[config.mk]
export PLATFORM = sky130hd
export DESIGN_NAME = grid_line_of_sight_core
export DESIGN_NICKNAME = d
export VERILOG_FILES = /design/src/rtl/glos_pkg.sv /design/src/rtl/glos_ctrl.sv /design/src/rtl/glos_datapath.sv /design/src/rtl/grid_line_of_sight_core.sv
export SDC_FILE = /design/constraint.sdc
export NUM_CORES = 1
export LEC_CHECK = 0
export ABC_AREA = 1
export BUFFER_PORTS_ARGS = -buffer_cell sky130_fd_sc_hd__buf_4
export CORE_AREA = 4 4 131 133
export DETAILED_ROUTE_END_ITERATION = 8
export DIE_AREA = 0 0 135 137
export PLACE_DENSITY = 0.59
export RECOVER_POWER = 100
export SETUP_SLACK_MARGIN = 0.3
export SLEW_MARGIN = 20
export SYNTH_ARGS = -nofsm -noshare
export SYNTH_HDL_FRONTEND = slang
export SYNTH_SLANG_ARGS = --single-unit
export TNS_END_PERCENT = 1
[constraint.sdc]
create_clock -name clk -period 4.4 [get_ports clk]
set_input_delay 0 -clock clk [delete_from_list [all_inputs] [get_ports clk]]
set_output_delay 0 -clock clk [all_outputs]
set_load 0.01 [all_outputs]
[src/rtl/glos_pkg.sv]
// Shared constants and controller/datapath interface types for the line-of-sight grid.
package glos_pkg;

    localparam int GRID_SIZE = 8;
    localparam int COORD_W = 3;
    localparam int IDX_W = $clog2(GRID_SIZE);
    localparam int CODE_W = 4;
    localparam int GUARD_W = COORD_W + 1;
    localparam int ERR_W = COORD_W + 3;

    localparam logic [CODE_W-1:0] OBSTACLE_CODE = 4'd9;
    localparam logic [COORD_W:0] GRID_LIMIT = (COORD_W + 1)'(GRID_SIZE);

    localparam logic OP_WRITE = 1'b0;
    localparam logic OP_QUERY = 1'b1;

    typedef struct packed {
        logic write_cell;
        logic load_query;
        logic step;
        logic set_result;
    } dp_cmd_t;

    typedef struct packed {
        logic hit;
        logic at_end;
        logic last_step;
    } dp_sts_t;

endpackage

[src/rtl/glos_ctrl.sv]
// Controller state machine: input/output handshake and sequencing of the line walk.
module glos_ctrl
(
    input  logic              clk,
    input  logic              rst_n,
    input  logic              in_valid,
    input  logic              op,
    input  logic              out_stall,
    input  glos_pkg::dp_sts_t sts,
    output logic              in_stall,
    output logic              out_valid,
    output glos_pkg::dp_cmd_t cmd
);

    localparam logic ST_IDLE = 1'b0;
    localparam logic ST_WALK = 1'b1;

    logic state_reg;
    logic state_next;
    logic out_valid_reg;
    logic out_valid_next;
    logic out_busy;
    logic in_take;
    logic walk_done;

    assign out_busy  = out_valid_reg & out_stall;
    assign in_stall  = (state_reg != ST_IDLE) | out_busy;
    assign in_take   = in_valid & ~in_stall;
    assign walk_done = sts.hit | sts.at_end | sts.last_step;
    assign out_valid = out_valid_reg;

    always_comb
    begin
        state_next = state_reg;
        cmd = '0;
        unique case (state_reg)
            ST_IDLE:
            begin
                if (in_take)
                begin
                    if (op == glos_pkg::OP_QUERY)
                    begin
                        cmd.load_query = 1'b1;
                        state_next = ST_WALK;
                    end
                    else
                    begin
                        cmd.write_cell = 1'b1;
                    end
                end
            end
            ST_WALK:
            begin
                if (!walk_done)
                begin
                    cmd.step = 1'b1;
                end
                else if (!out_busy)
                begin
                    cmd.set_result = 1'b1;
                    state_next = ST_IDLE;
                end
            end
            default:
            begin
                state_next = ST_IDLE;
            end
        endcase
    end

    assign out_valid_next = out_busy | cmd.set_result | cmd.write_cell;

    always_ff @(posedge clk or negedge rst_n)
    begin
        if (!rst_n)
        begin
            state_reg <= ST_IDLE;
            out_valid_reg <= 1'b0;
        end
        else
        begin
            state_reg <= state_next;
            out_valid_reg <= out_valid_next;
        end
    end

endmodule

[src/rtl/glos_datapath.sv]
// Datapath: obstacle grid storage, Bresenham walk registers and result register.
module glos_datapath
(
    input  logic                           clk,
    input  logic                           rst_n,
    input  glos_pkg::dp_cmd_t              cmd,
    input  logic [glos_pkg::COORD_W-1:0]   from_x,
    input  logic [glos_pkg::COORD_W-1:0]   from_y,
    input  logic [glos_pkg::COORD_W-1:0]   to_x,
    input  logic [glos_pkg::COORD_W-1:0]   to_y,
    input  logic [glos_pkg::CODE_W-1:0]    cell_code,
    output glos_pkg::dp_sts_t              sts,
    output logic                           done_kind,
    output logic                           path_blocked
);

    localparam int CW = glos_pkg::COORD_W;
    localparam int EW = glos_pkg::ERR_W;
    localparam int GW = glos_pkg::GUARD_W;

    logic [glos_pkg::GRID_SIZE-1:0] map_reg [glos_pkg::GRID_SIZE];

    logic [CW-1:0]        x_reg;
    logic [CW-1:0]        y_reg;
    logic [CW-1:0]        ex_reg;
    logic [CW-1:0]        ey_reg;
    logic [CW-1:0]        dx_reg;
    logic [CW-1:0]        dy_reg;
    logic                 sx_reg;
    logic                 sy_reg;
    logic signed [EW-1:0] err_reg;
    logic [GW-1:0]        guard_reg;
    logic                 done_kind_reg;
    logic                 blocked_reg;

    logic [CW-1:0]        in_dx;
    logic [CW-1:0]        in_dy;
    logic [CW-1:0]        in_max;
    logic                 wr_in_grid;
    logic                 cur_in_grid;
    logic [glos_pkg::GRID_SIZE-1:0] cur_row;
    logic signed [EW:0]   e2;
    logic signed [EW:0]   neg_dy;
    logic signed [EW:0]   dx_ext;
    logic                 step_x;
    logic                 step_y;
    logic signed [EW-1:0] err_next;

    assign in_dx  = (to_x > from_x) ? (to_x - from_x) : (from_x - to_x);
    assign in_dy  = (to_y > from_y) ? (to_y - from_y) : (from_y - to_y);
    assign in_max = (in_dx > in_dy) ? in_dx : in_dy;

    assign wr_in_grid  = ({1'b0, from_x} < glos_pkg::GRID_LIMIT) &&
                         ({1'b0, from_y} < glos_pkg::GRID_LIMIT);
    assign cur_in_grid = ({1'b0, x_reg} < glos_pkg::GRID_LIMIT) &&
                         ({1'b0, y_reg} < glos_pkg::GRID_LIMIT);
    assign cur_row     = map_reg[y_reg[glos_pkg::IDX_W-1:0]];

    assign sts.hit       = cur_in_grid & cur_row[x_reg[glos_pkg::IDX_W-1:0]];
    assign sts.at_end    = (x_reg == ex_reg) && (y_reg == ey_reg);
    assign sts.last_step = (guard_reg == GW'(1));

    assign e2     = {err_reg, 1'b0};
    assign neg_dy = -$signed({{(EW + 1 - CW){1'b0}}, dy_reg});
    assign dx_ext = $signed({{(EW + 1 - CW){1'b0}}, dx_reg});
    assign step_x = e2 > neg_dy;
    assign step_y = e2 < dx_ext;

    always_comb
    begin
        err_next = err_reg;
        if (step_x)
        begin
            err_next = err_next - $signed({{(EW - CW){1'b0}}, dy_reg});
        end
        if (step_y)
        begin
            err_next = err_next + $signed({{(EW - CW){1'b0}}, dx_reg});
        end
    end

    always_ff @(posedge clk or negedge rst_n)
    begin
        if (!rst_n)
        begin
            for (int i = 0; i < glos_pkg::GRID_SIZE; i++)
            begin
                map_reg[i] <= '0;
            end
        end
        else if (cmd.write_cell && wr_in_grid)
        begin
            map_reg[from_y[glos_pkg::IDX_W-1:0]][from_x[glos_pkg::IDX_W-1:0]] <=
                (cell_code == glos_pkg::OBSTACLE_CODE);
        end
    end

    always_ff @(posedge clk)
    begin
        if (cmd.load_query)
        begin
            x_reg     <= from_x;
            y_reg     <= from_y;
            ex_reg    <= to_x;
            ey_reg    <= to_y;
            dx_reg    <= in_dx;
            dy_reg    <= in_dy;
            sx_reg    <= from_x < to_x;
            sy_reg    <= from_y < to_y;
            err_reg   <= $signed({{(EW - CW){1'b0}}, in_dx})
                       - $signed({{(EW - CW){1'b0}}, in_dy});
            guard_reg <= {1'b0, in_max} + GW'(1);
        end
        else if (cmd.step)
        begin
            if (step_x)
            begin
                x_reg <= sx_reg ? (x_reg + CW'(1)) : (x_reg - CW'(1));
            end
            if (step_y)
            begin
                y_reg <= sy_reg ? (y_reg + CW'(1)) : (y_reg - CW'(1));
            end
            err_reg   <= err_next;
            guard_reg <= guard_reg - GW'(1);
        end

        if (cmd.write_cell)
        begin
            done_kind_reg <= glos_pkg::OP_WRITE;
            blocked_reg   <= 1'b0;
        end
        else if (cmd.set_result)
        begin
            done_kind_reg <= glos_pkg::OP_QUERY;
            blocked_reg   <= sts.hit;
        end
    end

    assign done_kind    = done_kind_reg;
    assign path_blocked = blocked_reg;

endmodule

[src/rtl/grid_line_of_sight_core.sv]
// Top level of the obstacle grid with Bresenham line-of-sight queries.
//
// Input channel (in_valid/in_stall) carries one item: op, from_x, from_y,
// to_x, to_y, cell_code. op 0 writes one cell of the 8x8 grid (code 9 marks
// an obstacle, any other code clears it); op 1 asks whether any cell on the
// Bresenham line from (from_x, from_y) to (to_x, to_y) is an obstacle.
// Output channel (out_valid/out_stall) returns one item per input item:
// done_kind echoes op, path_blocked gives the query answer (0 for writes).
// A write's result is valid the cycle after acceptance.
// A query walks one cell per cycle through the controller/datapath loop,
// visiting the cells up to the first obstacle or its end point, at most
// max(|dx|,|dy|) + 1 = 8 of them; the next item is taken after
// that. Results sit in an output register; an item is taken only while that
// register is empty or its result leaves in the same cycle, so a stalled
// result holds and stalls the input until the receiver takes it. Reset
// clears every cell of the grid at once and empties the output register.
module grid_line_of_sight_core
(
    input  logic                               clk,
    input  logic                               rst_n,
    input  logic                               in_valid,
    output logic                               in_stall,
    input  logic                               op,
    input  logic [glos_pkg::COORD_W-1:0]       from_x,
    input  logic [glos_pkg::COORD_W-1:0]       from_y,
    input  logic [glos_pkg::COORD_W-1:0]       to_x,
    input  logic [glos_pkg::COORD_W-1:0]       to_y,
    input  logic [glos_pkg::CODE_W-1:0]        cell_code,
    output logic                               out_valid,
    input  logic                               out_stall,
    output logic                               done_kind,
    output logic                               path_blocked
);

    glos_pkg::dp_cmd_t cmd;
    glos_pkg::dp_sts_t sts;

    glos_ctrl u_ctrl
    (
        .clk       (clk),
        .rst_n     (rst_n),
        .in_valid  (in_valid),
        .op        (op),
        .out_stall (out_stall),
        .sts       (sts),
        .in_stall  (in_stall),
        .out_valid (out_valid),
        .cmd       (cmd)
    );

    glos_datapath u_datapath
    (
        .clk          (clk),
        .rst_n        (rst_n),
        .cmd          (cmd),
        .from_x       (from_x),
        .from_y       (from_y),
        .to_x         (to_x),
        .to_y         (to_y),
        .cell_code    (cell_code),
        .sts          (sts),
        .done_kind    (done_kind),
        .path_blocked (path_blocked)
    );

endmodule

==> flow_summary.ini <==
[logic_synthesis]
ys_warn_count = 0
synthTopCellsByCount = 184 x nand2_1, 110 x nand3_1, 80 x inv_1, 66 x dfrtp_1, 56 x o21ai_0
yosysTopAreaCell = dfrtp_1
synth.avg_cell_area_um2 = 8.05
synth_ff_type = dfrtp_1
synth_top_area_frac = 0.268
synth-async-reset-ratio = 0.673
synth_area_leaders = dfrtp_1 27%, edfxtp_1 15%, nand2_1 11%, nand3_1 8.9%, ha_1 6.7%
postSynthNetCount = 831
synth_most_common_cell = nand2_1
synth_edf_count = 30
synth.ff_latch_count = 98
synthDistinctLibCells = 36
synthCells = 767
netlist_area_mm2 = 0.00617
synth_seq_area_share = 0.420

[cells_and_area]
final_nets = 855
largest_reg_flops = 64
n_antenna_cell = 0
area_growth_pct = 11.7
stdcell_area_mm2 = 0.00690
drive_gt1_frac = 0.0716
finish.utilization = 0.436

[clock_network]
cts_sinks = 98
insertion_delay_ps = 360
clock-root-buffer = clkbuf_16
cts_buffer_depth = 2
cts_setup_buffers = 0
clk_pin_slew_worst_paths_ps = 70
cts.repair.resized = 0
tritoncts.num_buffers = 9
postCtsHoldBufs = 8
ctsHtreeMaxLevel = 3
cts_tree = done

[critical_path]
arrival_ps = 4030
worst-path-buf-inv = 3
crit_family = buffers and inverters
crit_slowest_cell = clkbuf_1
worstSetupEndpointType = flop
critPathMostFrequentCell = nand2_1
crit_type = reg -> reg
critPathMaxFanout = 43
start_kind = flop
worstPathRequired_ps = 4610
crit_chain = nand2_1 -> nand3_1 -> nor2_2 -> clkbuf_1 -> inv_1 -> nor3_1 -> buf_4 -> nand2_1 -> mux2i_1
slowest_delay_ps = 1480

[place]
postPlaceCellArea_mm2 = 0.00657
post-place-ws_ps = 916
dp_hpwl_um = 10800
io_buffers = 24
place.gp.congestion = 0.823

[global_routing]
grt_start_max_net_pins = 67
global_route.overflow_total = 0
grt_pass1_vias = 4974
grt_pass1_wl_um = 25700
antenna_found_initial = 0
grt_usage = 0.176

[routing]
drt_iter0_drc = 369
vias_per_cell = 5.09
vias = 5153
drc = 0
wire_per_inst_um = 15.4
postRouteAntennaNets = 0
firstDrtPassIters = 5
wirelength_um = 15600

[floorplanning]
die_h_um = 137
initial_core_util = 0.390
std_cell_rows = 46
die_x_um = 135
dieArea_mm2 = 0.0185
pin_count = 25
core-area_mm2 = 0.0158

[sta]
worst_slack_ps = 581
slew_headroom = -0.387
rsz0062_at_grt = no
hold_viol = 0
fin_tns_setup_ps = 0
worst_clock_skew_ps = 12.4
fin_crit_sh = 0.868
finalCriticalPeriod_ps = 3820
fmax_mhz = 262
tightest_slew_ps = 2080
final_max_slew_viol_count = 111
setup_viol = 0

[pwr]
powerDensity_mw_per_mm2 = 555
total_power_mw = 3.83
ir_worst_vdd_uv = 235
p_leak_nw = 3.18

[worst_hold_path]
hold_path_class = in -> reg

[run_status]
violations = max-capacitance violations, max-slew violations
status = complete, but fails checks

[flow_run]
drv_cap = 2
==> cell type report <==
| cell class | instances | area [um^2] |
|---|---|---|
| fillers | 1585 | 8930 |
| clock buffers | 9 | 225 |
| clock inverters | 7 | 87.6 |
| flip-flops and latches | 98 | 2590 |
| repair buffers | 44 | 303 |
| well taps | 216 | 270 |
| inverters | 84 | 315 |
| multi-input cells | 554 | 3100 |
==> stage by stage <==
step	instances	hold slack (ps)
6_report	1012	13.3
5_1_grt	1012	31.3
4_1_cts	1012	6.92
3_5_place_dp	988	179
3_3_place_gp	988	183
2_1_floorplan	767	-296
==> logic make-up after synthesis <==
group                    Yosys count  share of synthesized area
AO/OA/AOI/OAI                    137                      0.120
XOR/XNOR                          18                     0.0255
adder cells (fa/ha/maj)           43                     0.0994
buffers and inverters            115                     0.0760
flip-flops                        98                      0.420
multiplexers                       5                    0.00811
AND/OR/NAND/NOR                  351                      0.251
==> power breakdown <==
part | internal [mW] | leakage (nW) | switching, mW
combinational | 0.579 | 1.84 | 1.02
clock | 0.458 | 0.155 | 0.393
sequential | 1.18 | 1.18 | 0.197
==> worst min-delay path, stage by stage <==
cell and delay [ps]:
buf_4 140, nand2_1 60, o21ai_0 60
==> final timing paths <==
check	from	to	slack [ps]	depth (start not counted)
max	u_ctrl.out_valid$_DFF_PN0_	u_datapath.map_reg[14]$_DFFE_PN0P_	580	9
min	from_y[0]	u_datapath.y_reg[0]$_DFFE_PP_	10	3
max reg2reg	u_ctrl.out_valid$_DFF_PN0_	u_datapath.map_reg[14]$_DFFE_PN0P_	580	9
min reg2reg	u_datapath.done_kind$_SDFFE_PP0P_	u_datapath.done_kind$_SDFFE_PP0P_	450	2
max in group asynchronous	rst_n	u_datapath.map_reg[11]$_DFFE_PN0P_	2760	2
min in group asynchronous	rst_n	u_ctrl.state_reg$_DFF_PN0_	610	2
==> per-layer routing <==
| metal | up-vias | part of all wire | global-route usage |
|---|---|---|---|
| met1 | 2431 | 0.47 | 0.230 |
| met3 | 17 | 0.039 | 0.0371 |
| li1 | 2623 | - | - |
| met4 | 0 | 0.014 | 0.0498 |
| met5 | - | 0 | 0 |
| met2 | 82 | 0.47 | 0.298 |
==> cell usage in the layout (no fill, tap or decap), types with 10 or more instances in the layout <==
| cell | synthesis | final |
|---|---|---|
| nand2_1 | 184 | 185 |
| buf_4 | 6 | 23 |
| nor2_1 | 27 | 26 |
| inv_1 | 80 | 81 |
| fa_1 | 10 | 10 |
| edfxtp_1 | 30 | 30 |
| o21ai_0 | 56 | 59 |
| dfrtp_1 | 66 | 66 |
| ha_1 | 33 | 33 |
| nand3_1 | 110 | 110 |
| xor2_1 | 14 | 14 |
| clkbuf_1 | 13 | 12 |
| a31oi_1 | 28 | 28 |
| a21oi_1 | 40 | 40 |
Power figures use the tool's default switching activity.
